===== config.mk =====
export PLATFORM = sky130hd
export DESIGN_NAME = tcp_port_packet_filter
export DESIGN_NICKNAME = d
export VERILOG_FILES = /design/src/design/tpf_pkg.sv /design/src/design/tpf_queue.sv /design/src/design/tpf_front.sv /design/src/design/tpf_back.sv /design/src/design/tcp_port_packet_filter.sv
export VERILOG_INCLUDE_DIRS = /design/src /design/src/design
export SDC_FILE = /design/constraint.sdc
export NUM_CORES = 1
export LEC_CHECK = 0
export ABC_AREA = 1
export CAP_MARGIN = 30
export CORE_AREA = 2 2 228 230
export CTS_CLUSTER_SIZE = 20
export DETAILED_ROUTE_END_ITERATION = 10
export DIE_AREA = 0 0 230 232
export DONT_BUFFER_PORTS = 1
export GPL_TIMING_DRIVEN = 0
export PLACE_DENSITY_LB_ADDON = 0.12
export SLEW_MARGIN = 30
export SYNTH_ARGS = -nofsm -noshare
export SYNTH_HDL_FRONTEND = slang
export SYNTH_SLANG_ARGS = --single-unit

===== constraint.sdc =====
create_clock -name clk -period 12.01 [get_ports clk]
set_input_delay 0.6005 -clock clk [delete_from_list [all_inputs] [get_ports clk]]
set_output_delay 0.6005 -clock clk [all_outputs]
set_load 0.03 [all_outputs]

===== src/design/tcp_port_packet_filter_assert.svh =====
// Assertion macros shared by the filter modules.
// Simulation gets checking assertions; synthesis gets empty bodies.
`ifndef TCP_PORT_PACKET_FILTER_ASSERT_SVH
`define TCP_PORT_PACKET_FILTER_ASSERT_SVH
`ifndef SYNTHESIS
`define TPF_ASSERT(label, clk, rst_n, prop, msg) \
  label: assert property (@(posedge clk) disable iff (!rst_n) prop) else $error(msg);
`define TPF_ASSERT_NEXT(label, clk, rst_n, ante, cons, msg) \
  label: assert property (@(posedge clk) disable iff (!rst_n) (ante) |=> (cons)) \
    else $error(msg);
`else
`define TPF_ASSERT(label, clk, rst_n, prop, msg)
`define TPF_ASSERT_NEXT(label, clk, rst_n, ante, cons, msg)
`endif
`endif


===== src/design/tpf_pkg.sv =====
package tpf_pkg;

  typedef struct packed {
    logic [7:0] frame_byte;
    logic       last_byte;
  } tpf_in_t;

  typedef struct packed {
    logic [2:0]  verdict;
    logic [31:0] source_address;
    logic [31:0] dest_address;
    logic [15:0] source_port;
    logic [15:0] dest_port;
    logic [15:0] total_length;
    logic [7:0]  payload_offset;
  } tpf_out_t;

  // One finished frame as handed from the parser to the verdict stage.
  typedef struct packed {
    logic        ge_eth;
    logic        ge_proto;
    logic        ge_need;
    logic [15:0] ether_kind;
    logic [15:0] total_length;
    logic [7:0]  proto;
    logic [31:0] src_addr;
    logic [31:0] dst_addr;
    logic [15:0] src_port;
    logic [15:0] dst_port;
    logic [7:0]  payload_offset;
  } tpf_rec_t;

  typedef enum logic [2:0] {
    VERDICT_MATCH     = 3'd0,
    VERDICT_NOT_IPV4  = 3'd1,
    VERDICT_NOT_TCP   = 3'd2,
    VERDICT_MISMATCH  = 3'd3,
    VERDICT_TRUNCATED = 3'd4
  } tpf_verdict_t;

  localparam logic [1:0] CFG_MATCH_ETHERTYPE = 2'd0;
  localparam logic [1:0] CFG_MATCH_PROTOCOL  = 2'd1;
  localparam logic [1:0] CFG_MATCH_DEST_PORT = 2'd2;
  localparam logic [1:0] CFG_MIN_IP_LENGTH   = 2'd3;

  localparam int CFG_INDEX_W = 2;
  localparam int CFG_DATA_W  = 16;

  localparam logic [15:0] RST_MATCH_ETHERTYPE = 16'h0800;
  localparam logic [7:0]  RST_MATCH_PROTOCOL  = 8'd6;
  localparam logic [15:0] RST_MATCH_DEST_PORT = 16'd80;
  localparam logic [15:0] RST_MIN_IP_LENGTH   = 16'd50;

  // Byte positions of the captured header fields.
  localparam int ETH_TYPE_POS   = 12;
  localparam int IP_IHL_POS     = 14;
  localparam int IP_LEN_POS     = 16;
  localparam int IP_PROTO_POS   = 23;
  localparam int IP_SRC_POS     = 26;
  localparam int IP_DST_POS     = 30;
  localparam int ETH_HDR_BYTES  = 14;
  localparam int TCP_DOFF_POS   = 12;
  localparam int MIN_ETH_BYTES  = 14;
  localparam int MIN_PROTO_BYTES = 24;
  localparam int MIN_ADDR_BYTES = 34;

  localparam int QUEUE_DEPTH = 2;
  localparam int QUEUE_AW    = $clog2(QUEUE_DEPTH);
  localparam int QUEUE_CW    = $clog2(QUEUE_DEPTH + 1);

endpackage


===== src/design/tpf_queue.sv =====
`include "tcp_port_packet_filter_assert.svh"

module tpf_queue (
  input  logic             clk,
  input  logic             rst_n,
  input  logic             push,
  input  tpf_pkg::tpf_rec_t push_data,
  output logic             full,
  input  logic             pop,
  output logic             head_valid,
  output tpf_pkg::tpf_rec_t head_data
);

  tpf_pkg::tpf_rec_t                entry_r [tpf_pkg::QUEUE_DEPTH];
  logic [tpf_pkg::QUEUE_AW-1:0]     wr_ptr_r, wr_ptr_nxt;
  logic [tpf_pkg::QUEUE_AW-1:0]     rd_ptr_r, rd_ptr_nxt;
  logic [tpf_pkg::QUEUE_CW-1:0]     count_r, count_nxt;

  assign full       = (count_r == tpf_pkg::QUEUE_CW'(tpf_pkg::QUEUE_DEPTH));
  assign head_valid = (count_r != '0);
  assign head_data  = entry_r[rd_ptr_r];

  always_comb begin
    wr_ptr_nxt = push ? wr_ptr_r + tpf_pkg::QUEUE_AW'(1) : wr_ptr_r;
    rd_ptr_nxt = pop ? rd_ptr_r + tpf_pkg::QUEUE_AW'(1) : rd_ptr_r;
    count_nxt  = count_r;
    if (push && !pop) begin
      count_nxt = count_r + tpf_pkg::QUEUE_CW'(1);
    end else if (pop && !push) begin
      count_nxt = count_r - tpf_pkg::QUEUE_CW'(1);
    end
  end

  always_ff @(posedge clk) begin
    if (!rst_n) begin
      wr_ptr_r <= '0;
      rd_ptr_r <= '0;
      count_r  <= '0;
    end else begin
      wr_ptr_r <= wr_ptr_nxt;
      rd_ptr_r <= rd_ptr_nxt;
      count_r  <= count_nxt;
    end
  end

  always_ff @(posedge clk) begin
    if (push) begin
      entry_r[wr_ptr_r] <= push_data;
    end
  end

  `TPF_ASSERT(a_no_push_full, clk, rst_n, push |-> !full,
              "frame record pushed into full queue")
  `TPF_ASSERT(a_no_pop_empty, clk, rst_n, pop |-> head_valid,
              "frame record popped from empty queue")
  `TPF_ASSERT_NEXT(a_pop_count, clk, rst_n, pop && !push,
                   count_r == $past(count_r) - tpf_pkg::QUEUE_CW'(1),
                   "queue count did not drop on pop")

endmodule


===== src/design/tpf_front.sv =====
module tpf_front #(
  parameter int MAX_FRAME_BYTES = 2048
) (
  input  logic              clk,
  input  logic              rst_n,
  input  logic              in_valid,
  output logic              in_stall,
  input  tpf_pkg::tpf_in_t  in_data,
  input  logic              queue_full,
  output logic              push,
  output tpf_pkg::tpf_rec_t push_data
);

  localparam int POS_W = $clog2(MAX_FRAME_BYTES + 1);
  localparam logic [POS_W-1:0] POS_MAX = POS_W'(MAX_FRAME_BYTES);

  logic [POS_W-1:0] pos_r, pos_nxt;
  logic [15:0]      ether_kind_r, ether_kind_nxt;
  logic [5:0]       ihb_r, ihb_nxt;
  logic [15:0]      ip_total_r, ip_total_nxt;
  logic [7:0]       proto_r, proto_nxt;
  logic [31:0]      src_addr_r, src_addr_nxt;
  logic [31:0]      dst_addr_r, dst_addr_nxt;
  logic [15:0]      src_port_r, src_port_nxt;
  logic [15:0]      dst_port_r, dst_port_nxt;
  logic [5:0]       tcp_hb_r, tcp_hb_nxt;

  logic [7:0]       b;
  logic             cap_en;
  logic             in_fire;
  logic [6:0]       tcp_start;
  logic [6:0]       tcp_need;
  logic [6:0]       need;
  logic [POS_W-1:0] t_pos;

  assign in_stall = queue_full;
  assign in_fire  = in_valid && !queue_full;
  assign push     = in_fire && in_data.last_byte;

  always_comb begin
    b      = in_data.frame_byte;
    cap_en = (pos_r < POS_MAX);

    ether_kind_nxt = ether_kind_r;
    ihb_nxt        = ihb_r;
    ip_total_nxt   = ip_total_r;
    proto_nxt      = proto_r;
    src_addr_nxt   = src_addr_r;
    dst_addr_nxt   = dst_addr_r;
    src_port_nxt   = src_port_r;
    dst_port_nxt   = dst_port_r;
    tcp_hb_nxt     = tcp_hb_r;

    if (cap_en && (pos_r == POS_W'(tpf_pkg::IP_IHL_POS))) begin
      ihb_nxt = {b[3:0], 2'b00};
    end
    // The TCP header start follows the header length written by this very byte.
    tcp_start = 7'(tpf_pkg::ETH_HDR_BYTES) + 7'(ihb_nxt);
    t_pos     = POS_W'(tcp_start);

    if (cap_en) begin
      if (pos_r == POS_W'(tpf_pkg::ETH_TYPE_POS) ||
          pos_r == POS_W'(tpf_pkg::ETH_TYPE_POS + 1)) begin
        ether_kind_nxt = {ether_kind_r[7:0], b};
      end
      if (pos_r == POS_W'(tpf_pkg::IP_LEN_POS) ||
          pos_r == POS_W'(tpf_pkg::IP_LEN_POS + 1)) begin
        ip_total_nxt = {ip_total_r[7:0], b};
      end
      if (pos_r == POS_W'(tpf_pkg::IP_PROTO_POS)) begin
        proto_nxt = b;
      end
      if (pos_r >= POS_W'(tpf_pkg::IP_SRC_POS) &&
          pos_r <= POS_W'(tpf_pkg::IP_SRC_POS + 3)) begin
        src_addr_nxt = {src_addr_r[23:0], b};
      end
      if (pos_r >= POS_W'(tpf_pkg::IP_DST_POS) &&
          pos_r <= POS_W'(tpf_pkg::IP_DST_POS + 3)) begin
        dst_addr_nxt = {dst_addr_r[23:0], b};
      end
      if (pos_r == t_pos || pos_r == t_pos + POS_W'(1)) begin
        src_port_nxt = {src_port_r[7:0], b};
      end
      if (pos_r == t_pos + POS_W'(2) || pos_r == t_pos + POS_W'(3)) begin
        dst_port_nxt = {dst_port_r[7:0], b};
      end
      if (pos_r == t_pos + POS_W'(tpf_pkg::TCP_DOFF_POS)) begin
        tcp_hb_nxt = {b[7:4], 2'b00};
      end
    end

    pos_nxt  = cap_en ? pos_r + POS_W'(1) : pos_r;
    tcp_need = tcp_start + 7'(tpf_pkg::TCP_DOFF_POS + 1);
    need     = (tcp_need > 7'(tpf_pkg::MIN_ADDR_BYTES)) ? tcp_need
                                                         : 7'(tpf_pkg::MIN_ADDR_BYTES);

    push_data.ge_eth         = (pos_nxt >= POS_W'(tpf_pkg::MIN_ETH_BYTES));
    push_data.ge_proto       = (pos_nxt >= POS_W'(tpf_pkg::MIN_PROTO_BYTES));
    push_data.ge_need        = (pos_nxt >= POS_W'(need));
    push_data.ether_kind     = ether_kind_nxt;
    push_data.total_length   = ip_total_nxt;
    push_data.proto          = proto_nxt;
    push_data.src_addr       = src_addr_nxt;
    push_data.dst_addr       = dst_addr_nxt;
    push_data.src_port       = src_port_nxt;
    push_data.dst_port       = dst_port_nxt;
    push_data.payload_offset = 8'(tcp_start) + 8'(tcp_hb_nxt);
  end

  always_ff @(posedge clk) begin
    if (!rst_n || (in_fire && in_data.last_byte)) begin
      pos_r        <= '0;
      ether_kind_r <= '0;
      ihb_r        <= '0;
      ip_total_r   <= '0;
      proto_r      <= '0;
      src_addr_r   <= '0;
      dst_addr_r   <= '0;
      src_port_r   <= '0;
      dst_port_r   <= '0;
      tcp_hb_r     <= '0;
    end else if (in_fire) begin
      pos_r        <= pos_nxt;
      ether_kind_r <= ether_kind_nxt;
      ihb_r        <= ihb_nxt;
      ip_total_r   <= ip_total_nxt;
      proto_r      <= proto_nxt;
      src_addr_r   <= src_addr_nxt;
      dst_addr_r   <= dst_addr_nxt;
      src_port_r   <= src_port_nxt;
      dst_port_r   <= dst_port_nxt;
      tcp_hb_r     <= tcp_hb_nxt;
    end
  end

endmodule


===== src/design/tpf_back.sv =====
`include "tcp_port_packet_filter_assert.svh"

module tpf_back (
  input  logic                                 clk,
  input  logic                                 rst_n,
  input  logic                                 cfg_wr_en,
  input  logic [tpf_pkg::CFG_INDEX_W-1:0]      cfg_index,
  input  logic [tpf_pkg::CFG_DATA_W-1:0]       cfg_data,
  input  logic                                 head_valid,
  input  tpf_pkg::tpf_rec_t                    head_data,
  output logic                                 pop,
  output logic                                 out_valid,
  input  logic                                 out_stall,
  output tpf_pkg::tpf_out_t                    out_data
);

  logic [15:0] match_ethertype_r;
  logic [7:0]  match_protocol_r;
  logic [15:0] match_dest_port_r;
  logic [15:0] min_ip_length_r;

  logic              out_valid_r, out_valid_nxt;
  tpf_pkg::tpf_out_t out_data_r, out_data_nxt;
  tpf_pkg::tpf_verdict_t verdict;

  assign pop       = head_valid && (!out_valid_r || !out_stall);
  assign out_valid = out_valid_r;
  assign out_data  = out_data_r;

  always_comb begin
    if (!head_data.ge_eth) begin
      verdict = tpf_pkg::VERDICT_TRUNCATED;
    end else if (head_data.ether_kind != match_ethertype_r) begin
      verdict = tpf_pkg::VERDICT_NOT_IPV4;
    end else if (!head_data.ge_proto) begin
      verdict = tpf_pkg::VERDICT_TRUNCATED;
    end else if (head_data.proto != match_protocol_r) begin
      verdict = tpf_pkg::VERDICT_NOT_TCP;
    end else if (!head_data.ge_need) begin
      verdict = tpf_pkg::VERDICT_TRUNCATED;
    end else if (head_data.dst_port != match_dest_port_r ||
                 head_data.total_length <= min_ip_length_r) begin
      verdict = tpf_pkg::VERDICT_MISMATCH;
    end else begin
      verdict = tpf_pkg::VERDICT_MATCH;
    end

    // Only a match or a mismatch carries the captured fields.
    out_data_nxt         = '0;
    out_data_nxt.verdict = verdict;
    if (verdict == tpf_pkg::VERDICT_MATCH || verdict == tpf_pkg::VERDICT_MISMATCH) begin
      out_data_nxt.source_address = head_data.src_addr;
      out_data_nxt.dest_address   = head_data.dst_addr;
      out_data_nxt.source_port    = head_data.src_port;
      out_data_nxt.dest_port      = head_data.dst_port;
      out_data_nxt.total_length   = head_data.total_length;
      out_data_nxt.payload_offset = head_data.payload_offset;
    end

    if (pop) begin
      out_valid_nxt = 1'b1;
    end else if (out_stall) begin
      out_valid_nxt = out_valid_r;
    end else begin
      out_valid_nxt = 1'b0;
    end
  end

  always_ff @(posedge clk) begin
    if (!rst_n) begin
      out_valid_r <= 1'b0;
    end else begin
      out_valid_r <= out_valid_nxt;
    end
  end

  always_ff @(posedge clk) begin
    if (pop) begin
      out_data_r <= out_data_nxt;
    end
  end

  always_ff @(posedge clk) begin
    if (!rst_n) begin
      match_ethertype_r <= tpf_pkg::RST_MATCH_ETHERTYPE;
      match_protocol_r  <= tpf_pkg::RST_MATCH_PROTOCOL;
      match_dest_port_r <= tpf_pkg::RST_MATCH_DEST_PORT;
      min_ip_length_r   <= tpf_pkg::RST_MIN_IP_LENGTH;
    end else if (cfg_wr_en) begin
      unique case (cfg_index)
        tpf_pkg::CFG_MATCH_ETHERTYPE: match_ethertype_r <= cfg_data;
        tpf_pkg::CFG_MATCH_PROTOCOL:  match_protocol_r  <= cfg_data[7:0];
        tpf_pkg::CFG_MATCH_DEST_PORT: match_dest_port_r <= cfg_data;
        tpf_pkg::CFG_MIN_IP_LENGTH:   min_ip_length_r   <= cfg_data;
        default: ;
      endcase
    end
  end

  `TPF_ASSERT(a_match_port, clk, rst_n,
              (out_valid_r && out_data_r.verdict == tpf_pkg::VERDICT_MATCH) |->
                (out_data_r.dest_port == match_dest_port_r),
              "match reported with wrong destination port")

endmodule


===== src/design/tcp_port_packet_filter.sv =====
// Ethernet/IPv4/TCP header filter.
// The input channel (in_valid, in_stall, in_data) carries one frame byte per
// transaction in wire order; in_data.last_byte marks the final byte. The
// result channel (out_valid, out_stall, out_data) carries one verdict per
// frame with the IPv4 addresses, TCP ports, total length and payload offset.
// Verdicts other than match and mismatch carry zero fields.
// A byte is taken every cycle while in_stall is low. The parser registers the
// captured fields of a frame on its last byte into a two-entry queue; the
// verdict stage registers the result, so a result goes from the queue entry to
// the output register when the receiver is not stalling. Sustained rate, with
// no stall, is one byte per cycle and one verdict per cycle for one-byte frames.
// While out_stall is high the result holds and the queue fills; in_stall
// rises only when the queue is full, so the parser keeps taking bytes until
// two finished frames wait behind a stalled result.
// The cfg_ port writes match registers; write only while no frame is pending.
// Synchronous reset clears frame state and the queue and restores register
// defaults; no clearing pass is needed, the block accepts bytes right away.
module tcp_port_packet_filter #(
  parameter int MAX_FRAME_BYTES = 2048
) (
  input  logic                            clk,
  input  logic                            rst_n,
  input  logic                            in_valid,
  output logic                            in_stall,
  input  tpf_pkg::tpf_in_t                in_data,
  output logic                            out_valid,
  input  logic                            out_stall,
  output tpf_pkg::tpf_out_t               out_data,
  input  logic                            cfg_wr_en,
  input  logic [tpf_pkg::CFG_INDEX_W-1:0] cfg_index,
  input  logic [tpf_pkg::CFG_DATA_W-1:0]  cfg_data
);

  logic              push;
  logic              pop;
  logic              queue_full;
  logic              head_valid;
  tpf_pkg::tpf_rec_t push_data;
  tpf_pkg::tpf_rec_t head_data;

  tpf_front #(
    .MAX_FRAME_BYTES(MAX_FRAME_BYTES)
  ) u_front (
    .clk        (clk),
    .rst_n      (rst_n),
    .in_valid   (in_valid),
    .in_stall   (in_stall),
    .in_data    (in_data),
    .queue_full (queue_full),
    .push       (push),
    .push_data  (push_data)
  );

  tpf_queue u_queue (
    .clk        (clk),
    .rst_n      (rst_n),
    .push       (push),
    .push_data  (push_data),
    .full       (queue_full),
    .pop        (pop),
    .head_valid (head_valid),
    .head_data  (head_data)
  );

  tpf_back u_back (
    .clk        (clk),
    .rst_n      (rst_n),
    .cfg_wr_en  (cfg_wr_en),
    .cfg_index  (cfg_index),
    .cfg_data   (cfg_data),
    .head_valid (head_valid),
    .head_data  (head_data),
    .pop        (pop),
    .out_valid  (out_valid),
    .out_stall  (out_stall),
    .out_data   (out_data)
  );

endmodule


==> summary by stage <==
Run status
The flow ran to the end, and the final reports show no timing, DRC or antenna violations.

Drt
Summed over all layers, the routed wires come to 68.9 mm. The number of nets still failing antenna checks after routing is 0. The number of design-rule violations left by the first detailed-router iteration is 1,875. After detailed routing, the average wire length per cell comes to 19.1 um. Across all layers, the routed design uses 19,600 vias. The number of vias per cell after detailed routing is 5.44.

The first detailed-routing pass took 6 iterations. After detailed routing, the number of remaining DRC violations is 0.

Synthesis
Sequential elements use 61.1% of the synthesized area. In the synthesized netlist the async set-or-reset flop fraction comes to 0%. The largest total area in the synthesized netlist belongs to edfxtp_1.

The synthesized area per cell is 9.97 sq um. The main flop type after synthesis is edfxtp_1. Counting every instance in the synthesized netlist gives 2,784.

Yosys printed 0 warnings. The post-synthesis instance area is 0.0277 sq mm. Synthesis inferred 639 register bits. The distinct cell type count of the synthesized netlist is 48.

After synthesis, the largest area contributor takes up 45.1% of total cell area. The total nets after synthesis is 2,863. In this run, synthesis inferred 417 flip-flops with an integrated enable. After synthesis, the cell types taking the most area are edfxtp_1, dfxtp_1, o21ai_0.

Clocking
Post-CTS repair changed the size of 0 cells. The total clock sinks is 639. After clock tree synthesis, the clock-pin slew on the worst setup and hold paths is 60 ps. The count of buffers added by post-CTS timing repair for setup is 0. In this run, CTS created clock tree buffers numbering 66. In this run, post-CTS hold repair placed 0 buffers.

The clock tree buffer depth is 3. The clock reaches the later pin of the worst-skew pair after 600 ps. The cell sitting at the root of the clock tree is a clkbuf_16. The H-tree generated during clock tree synthesis spans 3 levels.

TritonCTS built the clock tree.

Floorplan
The site row count is 83. The starting density of the core is 54.5%. The horizontal die dimension is 230 um. During I/O placement, the number of pins put on the boundary was 157.

The chip height is 232 um. The die covers 0.0534 sq mm. The total area inside the core boundary comes to 0.0509 sq mm.

Place
The congestion estimate from routability-driven global placement came to 0.907. After detailed placement, the total cell area comes to 0.0291 sq mm. The number of cells after detailed placement is 3,481. The HPWL reported at the end of detailed placement is 49.2 mm. The count of buffers added on input and output ports is 0. OpenSTA, run right after detailed placement, puts the worst setup slack at 6490 ps.

Global route
The overall global routing resource usage is 25.8%. Entering global routing, the biggest net connects 76 pins. The number of antenna violations at the first check in global routing is 1.

The global-route wire length before repair is 106 mm. The via count of the first global-routing pass is 18,900. The total overflow left after global routing is 0.

STA
The worst-case headroom to the max-slew limit is 35.9%. The clock skew is 32.0 ps. The final count of hold timing violations came to 0. The max-slew violation total from the final report is 0. Setup repair after global routing left no endpoint under its margin. For this run, the top clock speed supported by timing is 179 MHz. The worst setup margin is 6420 ps. The final worst hold slack is 138 ps. After layout, the worst path uses 46.6% of the clock period. The count of final setup violators is 0. At the pin with the least slew margin, the transition time is 954 ps. The minimum clock period is 5590 ps.

Worst setup path
The critical setup path kind is flop to flop. The worst-case register-to-register setup slack is 6420 ps. The highest fanout seen on the critical path is 10. Among all stages on the critical path, the largest delay is contributed by dfxtp_1. At the worst endpoint, the required time is 12,330 ps.

The worst-case reg-to-reg path depth is 30. The arrival time at the worst endpoint is 5920 ps. The launching element type of the critical path is a flop. The family of cells with the greatest summed delay on the critical path is simple AND/OR/NAND/NOR gates. The type of element capturing the critical path is a flop. The count of buffering cells on the critical path with inverters included is 5. The logic depth of the worst setup path including buffers is 30.

The cell that appears most often on the critical path is ha_1. The biggest cell delay along the critical path is 390 ps.

Finish
Of the cells placed in the final design, the portion with a size suffix greater than 1 is 7.77%. The number of non-filler instances in the completed layout is 3,603. Relative to the synthesized area, the layout overhead comes to 12.7%.

At the end of the flow, the number of nets in the layout was 2,948. Once layout is done, the placed cells without fillers occupy 0.0313 sq mm.

Worst hold path
The worst hold path belongs to the class input port to flop. The worst hold path was traced through 2 stages.

Flow run
The tool flagged a number of max-cap violations equal to 0.

Power and ir drop
Dividing total power by cell area gives a power density of 228 mW/mm^2. The static leakage is 13.1 nW. The worst-case IR drop observed on VDD is 0.000156 V.
## final cells by class
type | count | area (sq um)
inverter | 368 | 1390
tap | 680 | 851
fill | 4175 | 19600
buffer | 128 | 613
sequential | 639 | 17000
timing repair buffer | 17 | 468
clock inverter | 28 | 250
antenna | 1 | 2.50
clock buffer | 93 | 1920
multi-input combinational | 1649 | 8810
## cell usage after synthesis (11+ instances only)
master	count
buf_2	15
a21oi_1	118
ha_1	46
nor3_1	18
dfxtp_1	222
edfxtp_1	417
nor2_1	397
nand3_2	17
nand2_2	21
xor2_1	44
xnor2_1	12
inv_1	360
mux2i_1	102
clkbuf_1	86
nand2_1	347
o21ai_0	335
buf_6	11
nand3_1	117
## per-layer routing
| metal | wire (um) | vias to the layer above | track usage [%] |
|---|---|---|---|
| li1 | - | 9429 | - |
| met1 | 28200 | 9366 | 32.9 |
| met2 | 33700 | 643 | 43.9 |
| met3 | 4160 | 160 | 3.78 |
| met4 | 2720 | 0 | 11.6 |
| met5 | 0 | - | 0 |
## cell families (layout without fill, tap and decap cells)
kind of cell / Yosys count / count (layout) / share of synthesized area, %
XOR/XNOR: 56 / 56 / 1.77
buffers and inverters: 496 / 634 / 7.18
AO/OA/AOI/OAI: 477 / 477 / 8.79
adder cells (fa/ha/maj): 47 / 47 / 2.15
flip-flops: 639 / 639 / 61.1
multiplexers: 103 / 103 / 3.72
AND/OR/NAND/NOR: 966 / 966 / 15.3
other: 0 / 1 / 0
## placed cells by master, fill, tap and decap left out, drive strengths merged, types with 102 or more instances in the layout
master and instances:
nand3 136, dfxtp 222, mux2i 102, edfxtp 417
a21oi 118, o21ai 340, nor2 404, nand2 378
inv 369, clkbuf 180
## power breakdown
group	switching [mW]	leakage (nW)	total, mW	internal (mW)
Clock	0.838	1.05	2.04	1.21
Combinational	1.09	6.23	1.58	0.490
Sequential	0.581	5.78	3.50	2.92
## registers in the layout (all words and copies together), names as in the netlist, 12 cells and up, named ones only
register and flops:
u_queue.entry_r 294, u_back.out_data 123, u_front.dst_addr_r 32, u_front.src_addr_r 32
u_back.match_dest_port_r 16, u_back.match_ethertype_r 16, u_back.min_ip_length_r 16, u_front.dst_port_r 16
u_front.ether_kind_r 16, u_front.ip_total_r 16, u_front.src_port_r 16, u_front.pos_r 12
## final timing paths
kind,end,from
max reg2reg,u_queue.entry_r[1][7],u_front.pos_r[0]
max,u_queue.entry_r[1][7],u_front.pos_r[0]
min,u_back.match_protocol_r[1],cfg_data[1]
min reg2reg,u_back.min_ip_length_r[9],u_back.min_ip_length_r[9]
## stage by stage
stage	total power, mW	TNS [ps]	util (%)
after floorplan	4.61	0	-
after global placement	5.09	-65660	56.2
after detailed placement	5.13	0	57.2
after CTS	7.18	0	61.4
after global routing	7.46	0	61.4
final	7.12	0	61.5
Note: power is estimated with default switching activity, not from simulation.
